--- config.mk ---
export PLATFORM = sky130hd
export DESIGN_NAME = k_way_merge_linear_scan_unit
export DESIGN_NICKNAME = d
export VERILOG_FILES = /design/src/design/kwm_pkg.sv /design/src/design/kwm_cfg.sv /design/src/design/kwm_scan.sv /design/src/design/k_way_merge_linear_scan_unit.sv
export SDC_FILE = /design/constraint.sdc
export NUM_CORES = 2
export LEC_CHECK = 0
export BUFFER_PORTS_ARGS = -buffer_cell sky130_fd_sc_hd__buf_4
export CORE_UTILIZATION = 40
export CTS_CLUSTER_DIAMETER = 120
export CTS_CLUSTER_SIZE = 30
export DETAILED_ROUTE_END_ITERATION = 16
export GPL_TIMING_DRIVEN = 0
export PLACE_DENSITY = 0.55
export SLEW_MARGIN = 20
export SYNTH_ARGS = -nofsm -noshare
export SYNTH_HDL_FRONTEND = slang
export SYNTH_HIERARCHICAL = 1
export SYNTH_SLANG_ARGS = --single-unit
--- constraint.sdc ---
create_clock -name clk -period 5.6 [get_ports clk]
set_input_delay 0.56 -clock clk [delete_from_list [all_inputs] [get_ports clk]]
set_output_delay 0.56 -clock clk [all_outputs]
set_load 0.05 [all_outputs]
--- src/design/kwm_pkg.sv ---
// kwm_pkg: shared constants, register codes and types of the k-way merge block
// used by kwm_cfg, kwm_scan and k_way_merge_linear_scan_unit
package kwm_pkg;

  localparam int DEF_MAX_STREAMS = 32;
  localparam int DEF_WORD_BITS   = 32;

  localparam int LANE_BITS     = 5;
  localparam int DATA_BITS     = 32;
  localparam int COUNT_BITS    = 6;
  localparam int APB_DATA_BITS = 32;
  localparam int APB_ADDR_BITS = 3;
  localparam int REG_IDX_BITS  = 1;

  localparam logic [REG_IDX_BITS-1:0] REG_ASCENDING    = 1'b0;
  localparam logic [REG_IDX_BITS-1:0] REG_STREAM_COUNT = 1'b1;

  localparam logic                  RST_ASCENDING    = 1'b1;
  localparam logic [COUNT_BITS-1:0] RST_STREAM_COUNT = 6'd2;

  typedef struct packed {
    logic                  ascending;
    logic [COUNT_BITS-1:0] stream_count;
  } cfg_t;

  typedef struct packed {
    logic start;
    logic ascending;
  } scan_ctrl_t;

  typedef struct packed {
    logic done;
    logic found;
  } scan_stat_t;

  typedef enum logic [2:0] {
    ST_IDLE = 3'b001,
    ST_SCAN = 3'b010,
    ST_EMIT = 3'b100
  } state_t;

endpackage

--- src/design/kwm_cfg.sv ---
// kwm_cfg: apb register file holding the sort direction and the stream count
// depends on kwm_pkg
module kwm_cfg (
  input  logic                              clk,
  input  logic                              rst,
  input  logic                              psel,
  input  logic                              penable,
  input  logic                              pwrite,
  input  logic [kwm_pkg::APB_ADDR_BITS-1:0] paddr,
  input  logic [kwm_pkg::APB_DATA_BITS-1:0] pwdata,
  output logic [kwm_pkg::APB_DATA_BITS-1:0] prdata,
  output logic                              pready,
  output kwm_pkg::cfg_t                     cfg
);

  logic [kwm_pkg::REG_IDX_BITS-1:0] reg_idx;
  logic                             wr_en;

  assign pready  = 1'b1;
  assign reg_idx = paddr[kwm_pkg::APB_ADDR_BITS-1:2];
  assign wr_en   = psel && penable && pwrite;

  always_ff @(posedge clk) begin
    if (rst) begin
      cfg.ascending    <= kwm_pkg::RST_ASCENDING;
      cfg.stream_count <= kwm_pkg::RST_STREAM_COUNT;
    end else if (wr_en) begin
      case (reg_idx)
        kwm_pkg::REG_ASCENDING:    cfg.ascending    <= pwdata[0];
        kwm_pkg::REG_STREAM_COUNT: cfg.stream_count <= pwdata[kwm_pkg::COUNT_BITS-1:0];
        default: ;
      endcase
    end
  end

  always_comb begin
    case (reg_idx)
      kwm_pkg::REG_ASCENDING:    prdata = kwm_pkg::APB_DATA_BITS'(cfg.ascending);
      kwm_pkg::REG_STREAM_COUNT: prdata = kwm_pkg::APB_DATA_BITS'(cfg.stream_count);
      default:                   prdata = '0;
    endcase
  end

endmodule

--- src/design/kwm_scan.sv ---
// kwm_scan: stream head memory and the shared compare unit that walks all lanes
// one head per cycle; depends on kwm_pkg
module kwm_scan #(
  parameter int MAX_STREAMS = kwm_pkg::DEF_MAX_STREAMS,
  parameter int HEAD_BITS   = kwm_pkg::DEF_WORD_BITS,
  parameter int LANE_W      = (MAX_STREAMS > 1) ? $clog2(MAX_STREAMS) : 1
) (
  input  logic                   clk,
  input  logic                   rst,
  input  kwm_pkg::scan_ctrl_t    ctrl,
  input  logic [MAX_STREAMS-1:0] live,
  input  logic                   we,
  input  logic [LANE_W-1:0]      waddr,
  input  logic [HEAD_BITS-1:0]   wdata,
  output kwm_pkg::scan_stat_t    stat,
  output logic [LANE_W-1:0]      best,
  output logic [HEAD_BITS-1:0]   best_word
);

  localparam int CNT_W = $clog2(MAX_STREAMS + 1);

  logic [HEAD_BITS-1:0] mem [MAX_STREAMS];
  logic [HEAD_BITS-1:0] mem_q;
  logic [CNT_W-1:0]     rd_idx;
  logic [LANE_W-1:0]    data_idx;
  logic                 busy;
  logic                 rd_valid;
  logic                 found;
  logic                 issue;
  logic                 take;
  logic [HEAD_BITS-1:0] cmp_a;
  logic [HEAD_BITS-1:0] cmp_b;

  assign issue = busy && (rd_idx != CNT_W'(MAX_STREAMS));

  // one comparator, operands swapped for descending order
  assign cmp_a = ctrl.ascending ? mem_q : best_word;
  assign cmp_b = ctrl.ascending ? best_word : mem_q;
  assign take  = rd_valid && live[data_idx] && (!found || (cmp_a < cmp_b));

  assign stat.done  = busy && !issue && !rd_valid;
  assign stat.found = found;

  always_ff @(posedge clk) begin
    if (we) begin
      mem[waddr] <= wdata;
    end
    if (issue) begin
      mem_q <= mem[rd_idx[LANE_W-1:0]];
    end
  end

  always_ff @(posedge clk) begin
    if (rst) begin
      busy     <= 1'b0;
      rd_valid <= 1'b0;
      found    <= 1'b0;
      rd_idx   <= '0;
    end else if (ctrl.start) begin
      busy     <= 1'b1;
      rd_valid <= 1'b0;
      found    <= 1'b0;
      rd_idx   <= '0;
    end else if (busy) begin
      rd_valid <= issue;
      if (issue) begin
        rd_idx <= rd_idx + 1'b1;
      end
      if (take) begin
        found <= 1'b1;
      end
      if (stat.done) begin
        busy <= 1'b0;
      end
    end
  end

  always_ff @(posedge clk) begin
    if (issue) begin
      data_idx <= rd_idx[LANE_W-1:0];
    end
    if (take) begin
      best      <= data_idx;
      best_word <= mem_q;
    end
  end

endmodule

--- src/design/k_way_merge_linear_scan_unit.sv ---
// k_way_merge_linear_scan_unit: top level of the k-way merge, load and merge sequencer
// depends on kwm_pkg, kwm_cfg and kwm_scan
//
//  channel  | handshake                       | payload
//  ---------+---------------------------------+-------------------------------------
//  item     | item_valid / item_ready         | lane, word, stream_ended
//  result   | result_valid / result_ready     | merged_word, refill_lane, all_done
//  config   | psel, penable, pwrite / pready  | paddr, pwdata, prdata
//
//  a word that causes no result leaves the unit idle; one that causes a result goes through
//  accept, one head memory read and compare per lane in the scan unit, then
//  hand-off to the result register
//  reset is synchronous and clears the masks and the phase; the head memory is not cleared
//  item_ready stays low from an accept that starts a scan until the result is in the
//  output register, which holds it while result_ready is low
module k_way_merge_linear_scan_unit #(
  parameter int MAX_STREAMS = kwm_pkg::DEF_MAX_STREAMS,
  parameter int WORD_BITS   = kwm_pkg::DEF_WORD_BITS
) (
  input  logic                              clk,
  input  logic                              rst,
  input  logic                              psel,
  input  logic                              penable,
  input  logic                              pwrite,
  input  logic [kwm_pkg::APB_ADDR_BITS-1:0] paddr,
  input  logic [kwm_pkg::APB_DATA_BITS-1:0] pwdata,
  output logic [kwm_pkg::APB_DATA_BITS-1:0] prdata,
  output logic                              pready,
  input  logic                              item_valid,
  output logic                              item_ready,
  input  logic [kwm_pkg::LANE_BITS-1:0]     lane,
  input  logic [kwm_pkg::DATA_BITS-1:0]     word,
  input  logic                              stream_ended,
  output logic                              result_valid,
  input  logic                              result_ready,
  output logic [kwm_pkg::DATA_BITS-1:0]     merged_word,
  output logic [kwm_pkg::LANE_BITS-1:0]     refill_lane,
  output logic                              all_done
);

  localparam int LANE_W    = (MAX_STREAMS > 1) ? $clog2(MAX_STREAMS) : 1;
  localparam int CNT_W     = $clog2(MAX_STREAMS + 1);
  localparam int HEAD_BITS = (WORD_BITS < kwm_pkg::DATA_BITS) ? WORD_BITS : kwm_pkg::DATA_BITS;

  kwm_pkg::cfg_t       cfg;
  kwm_pkg::scan_ctrl_t scan_ctrl;
  kwm_pkg::scan_stat_t scan_stat;
  kwm_pkg::state_t     state;

  logic [MAX_STREAMS-1:0] live_mask;
  logic [MAX_STREAMS-1:0] loaded_mask;
  logic [LANE_W-1:0]      waiting_lane;
  logic                   merging;

  logic [LANE_W+kwm_pkg::LANE_BITS:0] lane_wide;
  logic [LANE_W-1:0]                  lane_idx;
  logic                               lane_in_range;
  logic [CNT_W-1:0]                   eff_count;
  logic [MAX_STREAMS-1:0]             count_mask;
  logic [MAX_STREAMS-1:0]             lane_bit;
  logic [MAX_STREAMS-1:0]             loaded_upd;
  logic [MAX_STREAMS-1:0]             live_load;
  logic [MAX_STREAMS-1:0]             live_merge;
  logic                               load_take;
  logic                               load_full;
  logic                               merge_take;
  logic                               accept;
  logic                               head_we;
  logic                               emit_load;

  logic [LANE_W-1:0]                       best;
  logic [HEAD_BITS-1:0]                    best_word;
  logic [LANE_W+kwm_pkg::LANE_BITS:0]      best_wide;
  logic [HEAD_BITS+kwm_pkg::DATA_BITS-1:0] word_wide;

  kwm_cfg u_cfg (
    .clk     (clk),
    .rst     (rst),
    .psel    (psel),
    .penable (penable),
    .pwrite  (pwrite),
    .paddr   (paddr),
    .pwdata  (pwdata),
    .prdata  (prdata),
    .pready  (pready),
    .cfg     (cfg)
  );

  assign lane_wide     = {{(LANE_W + 1){1'b0}}, lane};
  assign lane_idx      = lane_wide[LANE_W-1:0];
  assign lane_in_range = int'(lane) < MAX_STREAMS;

  always_comb begin
    if (cfg.stream_count == '0) begin
      eff_count = CNT_W'(1);
    end else if (int'(cfg.stream_count) > MAX_STREAMS) begin
      eff_count = CNT_W'(MAX_STREAMS);
    end else begin
      eff_count = CNT_W'(cfg.stream_count);
    end
  end

  always_comb begin
    for (int i = 0; i < MAX_STREAMS; i++) begin
      count_mask[i] = i < int'(eff_count);
      lane_bit[i]   = lane_in_range && (lane_idx == LANE_W'(i));
    end
  end

  assign accept     = item_valid && item_ready;
  assign item_ready = (state == kwm_pkg::ST_IDLE);

  assign load_take  = !merging && lane_in_range && (int'(lane) < int'(eff_count)) &&
                      !loaded_mask[lane_idx];
  assign loaded_upd = loaded_mask | lane_bit;
  assign load_full  = (loaded_upd & count_mask) == count_mask;
  assign live_load  = live_mask | (stream_ended ? '0 : lane_bit);
  assign merge_take = merging && lane_in_range && (lane_idx == waiting_lane);
  assign live_merge = stream_ended ? (live_mask & ~lane_bit) : live_mask;

  assign head_we = accept && !stream_ended && (load_take || merge_take);

  assign scan_ctrl.start     = accept && ((load_take && load_full) || merge_take);
  assign scan_ctrl.ascending = cfg.ascending;

  kwm_scan #(
    .MAX_STREAMS (MAX_STREAMS),
    .HEAD_BITS   (HEAD_BITS),
    .LANE_W      (LANE_W)
  ) u_scan (
    .clk       (clk),
    .rst       (rst),
    .ctrl      (scan_ctrl),
    .live      (live_mask),
    .we        (head_we),
    .waddr     (lane_idx),
    .wdata     (word[HEAD_BITS-1:0]),
    .stat      (scan_stat),
    .best      (best),
    .best_word (best_word)
  );

  assign emit_load = (state == kwm_pkg::ST_EMIT) && (!result_valid || result_ready);
  assign best_wide = {{(kwm_pkg::LANE_BITS + 1){1'b0}}, best};
  assign word_wide = {{kwm_pkg::DATA_BITS{1'b0}}, best_word};

  always_ff @(posedge clk) begin
    if (rst) begin
      state        <= kwm_pkg::ST_IDLE;
      live_mask    <= '0;
      loaded_mask  <= '0;
      waiting_lane <= '0;
      merging      <= 1'b0;
      result_valid <= 1'b0;
    end else begin
      if (result_valid && result_ready) begin
        result_valid <= 1'b0;
      end
      case (state)
        kwm_pkg::ST_IDLE: begin
          if (accept && load_take) begin
            loaded_mask <= loaded_upd;
            if (load_full) begin
              live_mask <= live_load & count_mask;
              state     <= kwm_pkg::ST_SCAN;
            end else begin
              live_mask <= live_load;
            end
          end else if (accept && merge_take) begin
            live_mask <= live_merge;
            state     <= kwm_pkg::ST_SCAN;
          end
        end
        kwm_pkg::ST_SCAN: begin
          if (scan_stat.done) begin
            if (scan_stat.found) begin
              waiting_lane <= best;
              merging      <= 1'b1;
            end else begin
              live_mask    <= '0;
              loaded_mask  <= '0;
              waiting_lane <= '0;
              merging      <= 1'b0;
            end
            state <= kwm_pkg::ST_EMIT;
          end
        end
        kwm_pkg::ST_EMIT: begin
          if (emit_load) begin
            result_valid <= 1'b1;
            state        <= kwm_pkg::ST_IDLE;
          end
        end
        default: state <= kwm_pkg::ST_IDLE;
      endcase
    end
  end

  always_ff @(posedge clk) begin
    if (emit_load) begin
      merged_word <= scan_stat.found ? word_wide[kwm_pkg::DATA_BITS-1:0] : '0;
      refill_lane <= scan_stat.found ? best_wide[kwm_pkg::LANE_BITS-1:0] : '0;
      all_done    <= !scan_stat.found;
    end
  end

  // scan completes only while the sequencer waits for it
  a_done_in_scan: assert property (@(posedge clk) disable iff (rst)
    scan_stat.done |-> (state == kwm_pkg::ST_SCAN))
    else $error("scan done outside scan state");

  // a live lane has always been loaded
  a_live_loaded: assert property (@(posedge clk) disable iff (rst)
    (live_mask & ~loaded_mask) == '0)
    else $error("live lane not loaded");

  // while idle and merging, the pending lane still holds a word
  a_wait_live: assert property (@(posedge clk) disable iff (rst)
    ((state == kwm_pkg::ST_IDLE) && merging) |-> live_mask[waiting_lane])
    else $error("pending lane not live");

  // completion word carries zero payload
  a_done_zero: assert property (@(posedge clk) disable iff (rst)
    (result_valid && all_done) |-> ((merged_word == '0) && (refill_lane == '0)))
    else $error("completion word with payload");

endmodule
==> results.md <==
- Seq pwr share: 0.671
- Worst-path cell chain: clkbuf_2 -> inv_1 -> clkbuf_1 -> nand2_1 -> ha_1 -> o21a_1 -> a311oi_1 -> o221ai_1 -> nor4_4 -> buf_4 -> buf_4 -> buf_4 -> o21a_1 -> or3b_2 -> nor2_4 -> buf_12
- Crit path DAT: between 5 and 6 ns
- Failing checks: DRC
- CP top delay family: buffers and inverters
- PwrDens: approximately 270 mW/mm2
- Top fanout value on the critical path: 15
- Register Area: between 0.03 and 0.04 mm2
- Vias in the first global route: roughly 26000
- Switch share: 0.209
- Skew-Pair Late Insertion Delay: just under 0.7 ns
- Layout cells sized above 1: 0.284
- IO Port Bufs: 97
- Run status: complete, but fails checks
- Filler cells: between 10000 and 15000
- GPL Wtd Cong: between 0.8 and 0.9
- Netlist cell types: 80
- Post-synth top area share: 0.683
- I/O pin count: 153
- Post-route design area: ~0.056 mm2
- Post-Route WL: about 140 mm
- Area contributors post-synth: edfxtp_1 (68%), mux4_2 (15%), dfxtp_1 (3.6%)
- Clock Path Buffers: 3
- Sequential-to-total area share from yosys stat: 0.719
- Core area: ~0.12 mm2
- Routed length per placed instance: approximately 30 um
- Worst path depth: 16
- HP Class: primary input to flop
- Critical Path Most Common Cell: buf_4
- Mapped Area: around 0.05 mm2
- H-Tree Depth: 2
- Area grow syn2layout: 12.5%
- Critical path required time: between 5 and 6 ns
- Post-route ant nets: 0
- Ratio of final minimum period to clock period: 0.947
- CP peak stage delay: just over 0.7 ns
- Largest net degree at the start of global routing: 33
- CTS Buf Count: 48
- Clock Sinks: approximately 1200
- CTS tree: yes
- Initial Util: 0.403
- Final Hold Vio Count: 0
- Placed Area: between 0.05 and 0.06 mm2
- Area occupied by multi-input gates: approximately 0.013 mm2
- Critical path class: flop to flop
- Drt pass-1 iters: 11
- Worst-Margin Slew: approximately 1.1 ns
- Number of max-cap violations: 0
- Hold path cells: 3
- Initial drt markers: roughly 2500
- EDFF count, synth: roughly 1100
- Placed wire-length estimate: about 96 mm
- DR DRC count: 29
- Gr ovfl total: 0
- R2R cell count: 16
- CP bufs+invs: 7
- Logic pwr share: 0.031
- Clock-pin slew on the worst setup and hold paths: about 0.12 ns
- CP max stage cell: or3b_2
- Unrepaired setup endpoints after global routing: false
- Nets@finish: between 2000 and 3000
- Root Buffer Master: clkbuf_16
- Die Span Y: around 360 um
- Vias: between 20000 and 30000
- Critical path startpoint category: flop
- Die ar.: 0.126 mm2
- Design internal power: 0.0118 W
- Initial antenna violation count: 15
- Min Hold Slack: ~0.13 ns
- Vias/cell: 5.79
- YS warnings: 6
- #FFs+latches synth: ~1200
- Horiz. Die Dim: between 300 and 400 um
- Achievable Freq: between 150 and 200 MHz
- Slew HR: 0.290
- Async S/R FF share, synth: 0
- Clock share of power: 0.299
- Cts hold-fix bufs: 0
- Fin crit period: about 5.3 ns
- Worst Skew: just under 0.03 ns
- Dominant cell type by area after synthesis: edfxtp_1
- Post-Synthesis Cells: ~2500
- First-pass GRT wire length: about 190 mm
- Setup TNS: 0 ns
- Fin. max-slew vios: 0
- Leakage: between 15 and 20 nW
- Num rows: between 100 and 150
- Final setup fails: 0
- Mapped Avg Cell Area: between 15 and 20 um2
- Endpoint type of the worst setup path: flop
- Total GRT Usage: 0.216
- P_sw: just over 0.003 W
- Maximum vdd drop: 0.000243 V
- Top FF cell, synth: edfxtp_1
==> synth_stat cells (6+ instances only) <==
master	n
nand2b_1	12
a21oi_1	54
nor2_1	107
o21a_1	6
a221oi_1	11
mux2_2	64
o211ai_1	14
edfxtp_1	1136
o2bb2ai_1	6
o21ai_1	8
nand2_1	55
buf_2	34
a211oi_1	10
nand4_1	16
o21bai_1	10
inv_1	17
a22o_1	17
or3_1	9
or2_2	6
dfxtp_1	90
mux4_2	335
ha_1	36
nor3_1	17
mux2i_1	49
nand3b_1	8
a21o_1	6
xor2_1	6
buf_4	45
a31oi_1	24
a22oi_1	15
clkbuf_1	82
buf_1	17
nand3_1	54
o21ai_0	10
and2_1	51
==> final cells by class <==
type	instances	share of cell area
flip-flops and latches	1226	0.639
multi-input cells	1145	0.238
repair buffers	183	0.0434
well taps	1637	0.0365
clock buffers	54	0.0222
plain buffers	182	0.0168
clock inverters	8	0.00214
inverters	17	0.00114
diodes	1	0.0000446
==> cell usage in the layout (no fill, tap or decap), drive strengths merged, types with 56 or more instances in the layout <==
cell / count
edfxtp: 1136
mux4: 335
buf: 284
clkbuf: 135
nor2: 107
dfxtp: 90
mux2: 64
and2: 57
nand2: 56
==> power by group through the flow <==
stage	combinational [W]	sequential, W	clock, W
after floorplan	0.000211	0.0102	0
final	0.000455	0.00999	0.00445
after CTS	0.000451	0.00999	0.00457
after detailed placement	0.000449	0.0102	0
after global routing	0.000487	0.00999	0.00483
after global placement	0.000418	0.0102	0
==> logic make-up after synthesis <==
family / after synthesis / share of synthesized area
DFF: 1226 / 0.719
muxes: 448 / 0.175
and+or+nand+nor: 397 / 0.0428
AOI/OAI and AO/OA: 226 / 0.0315
buffers and inverters: 200 / 0.0200
adders and majority gates: 36 / 0.00902
xor gates and xnor gates: 11 / 0.00193
other: 2 / 0.000150
==> metrics by stage <==
| stage | util | setup slack, ns | cells | total power [W] |
|---|---|---|---|---|
| 2_1_floorplan | - | 0.493 | 2571 | 0.0104 |
| 3_3_place_gp | 0.427 | -2.94 | 4305 | 0.0106 |
| 3_5_place_dp | 0.441 | -0.677 | 4369 | 0.0106 |
| 4_1_cts | 0.453 | 0.0271 | 4440 | 0.0150 |
| 5_1_grt | 0.454 | 0.0750 | 4453 | 0.0153 |
| 6_report | 0.454 | 0.299 | 4453 | 0.0149 |
==> path summary, 6_finish.rpt <==
path	start	end	slack [ns]
worst max-delay path	u_cfg/cfg[5]	u_scan/mem[8][15]	0.30
worst min-delay path	pwdata[3]	u_cfg/cfg[3]	0.13
worst max register to register	u_cfg/cfg[5]	u_scan/mem[8][15]	0.30
worst min register to register	u_scan/rd_idx[4]	u_scan/data_idx[4]	0.45
==> routing by layer <==
| layer | global-route usage | share of wire | vias to the layer above |
|---|---|---|---|
| met5 | 0 | 0.000066 | - |
| met4 | 0.0453 | 0.020 | 2 |
| met3 | 0.0299 | 0.060 | 135 |
| met2 | 0.369 | 0.50 | 785 |
| met1 | 0.296 | 0.42 | 13900 |
| li1 | - | - | 10900 |
==> flip-flops by register name (all words and copies together), names as in the netlist, 3 cells and up <==
name              flops
u_scan/mem         1024
live_mask            32
loaded_mask          32
merged_word          32
u_scan/best_word     32
u_scan/mem_q         32
u_cfg/cfg             7
u_scan/rd_idx         6
refill_lane           5
u_scan/best           5
u_scan/data_idx       5
waiting_lane          5
state                 3
==> repair_timing <==
action | in CTS | in global routing
gates cloned | 0 | 0
gates resized for setup | 1 | 4
pin swaps | 6 | 7
setup endpoints to repair | 1007 | 985
setup buffers | 9 | 13
==> worst register-to-register path, cell delays in order (launching register included) <==
cell	delay (ns)
dfxtp_1	0.40
clkbuf_2	0.23
inv_1	0.17
clkbuf_1	0.55
nand2_1	0.13
ha_1	0.31
o21a_1	0.11
a311oi_1	0.34
o221ai_1	0.28
nor4_4	0.20
buf_4	0.19
buf_4	0.20
buf_4	0.21
o21a_1	0.36
or3b_2	0.72
nor2_4	0.36
buf_12	0.23
(Power assumes the default switching activity.)
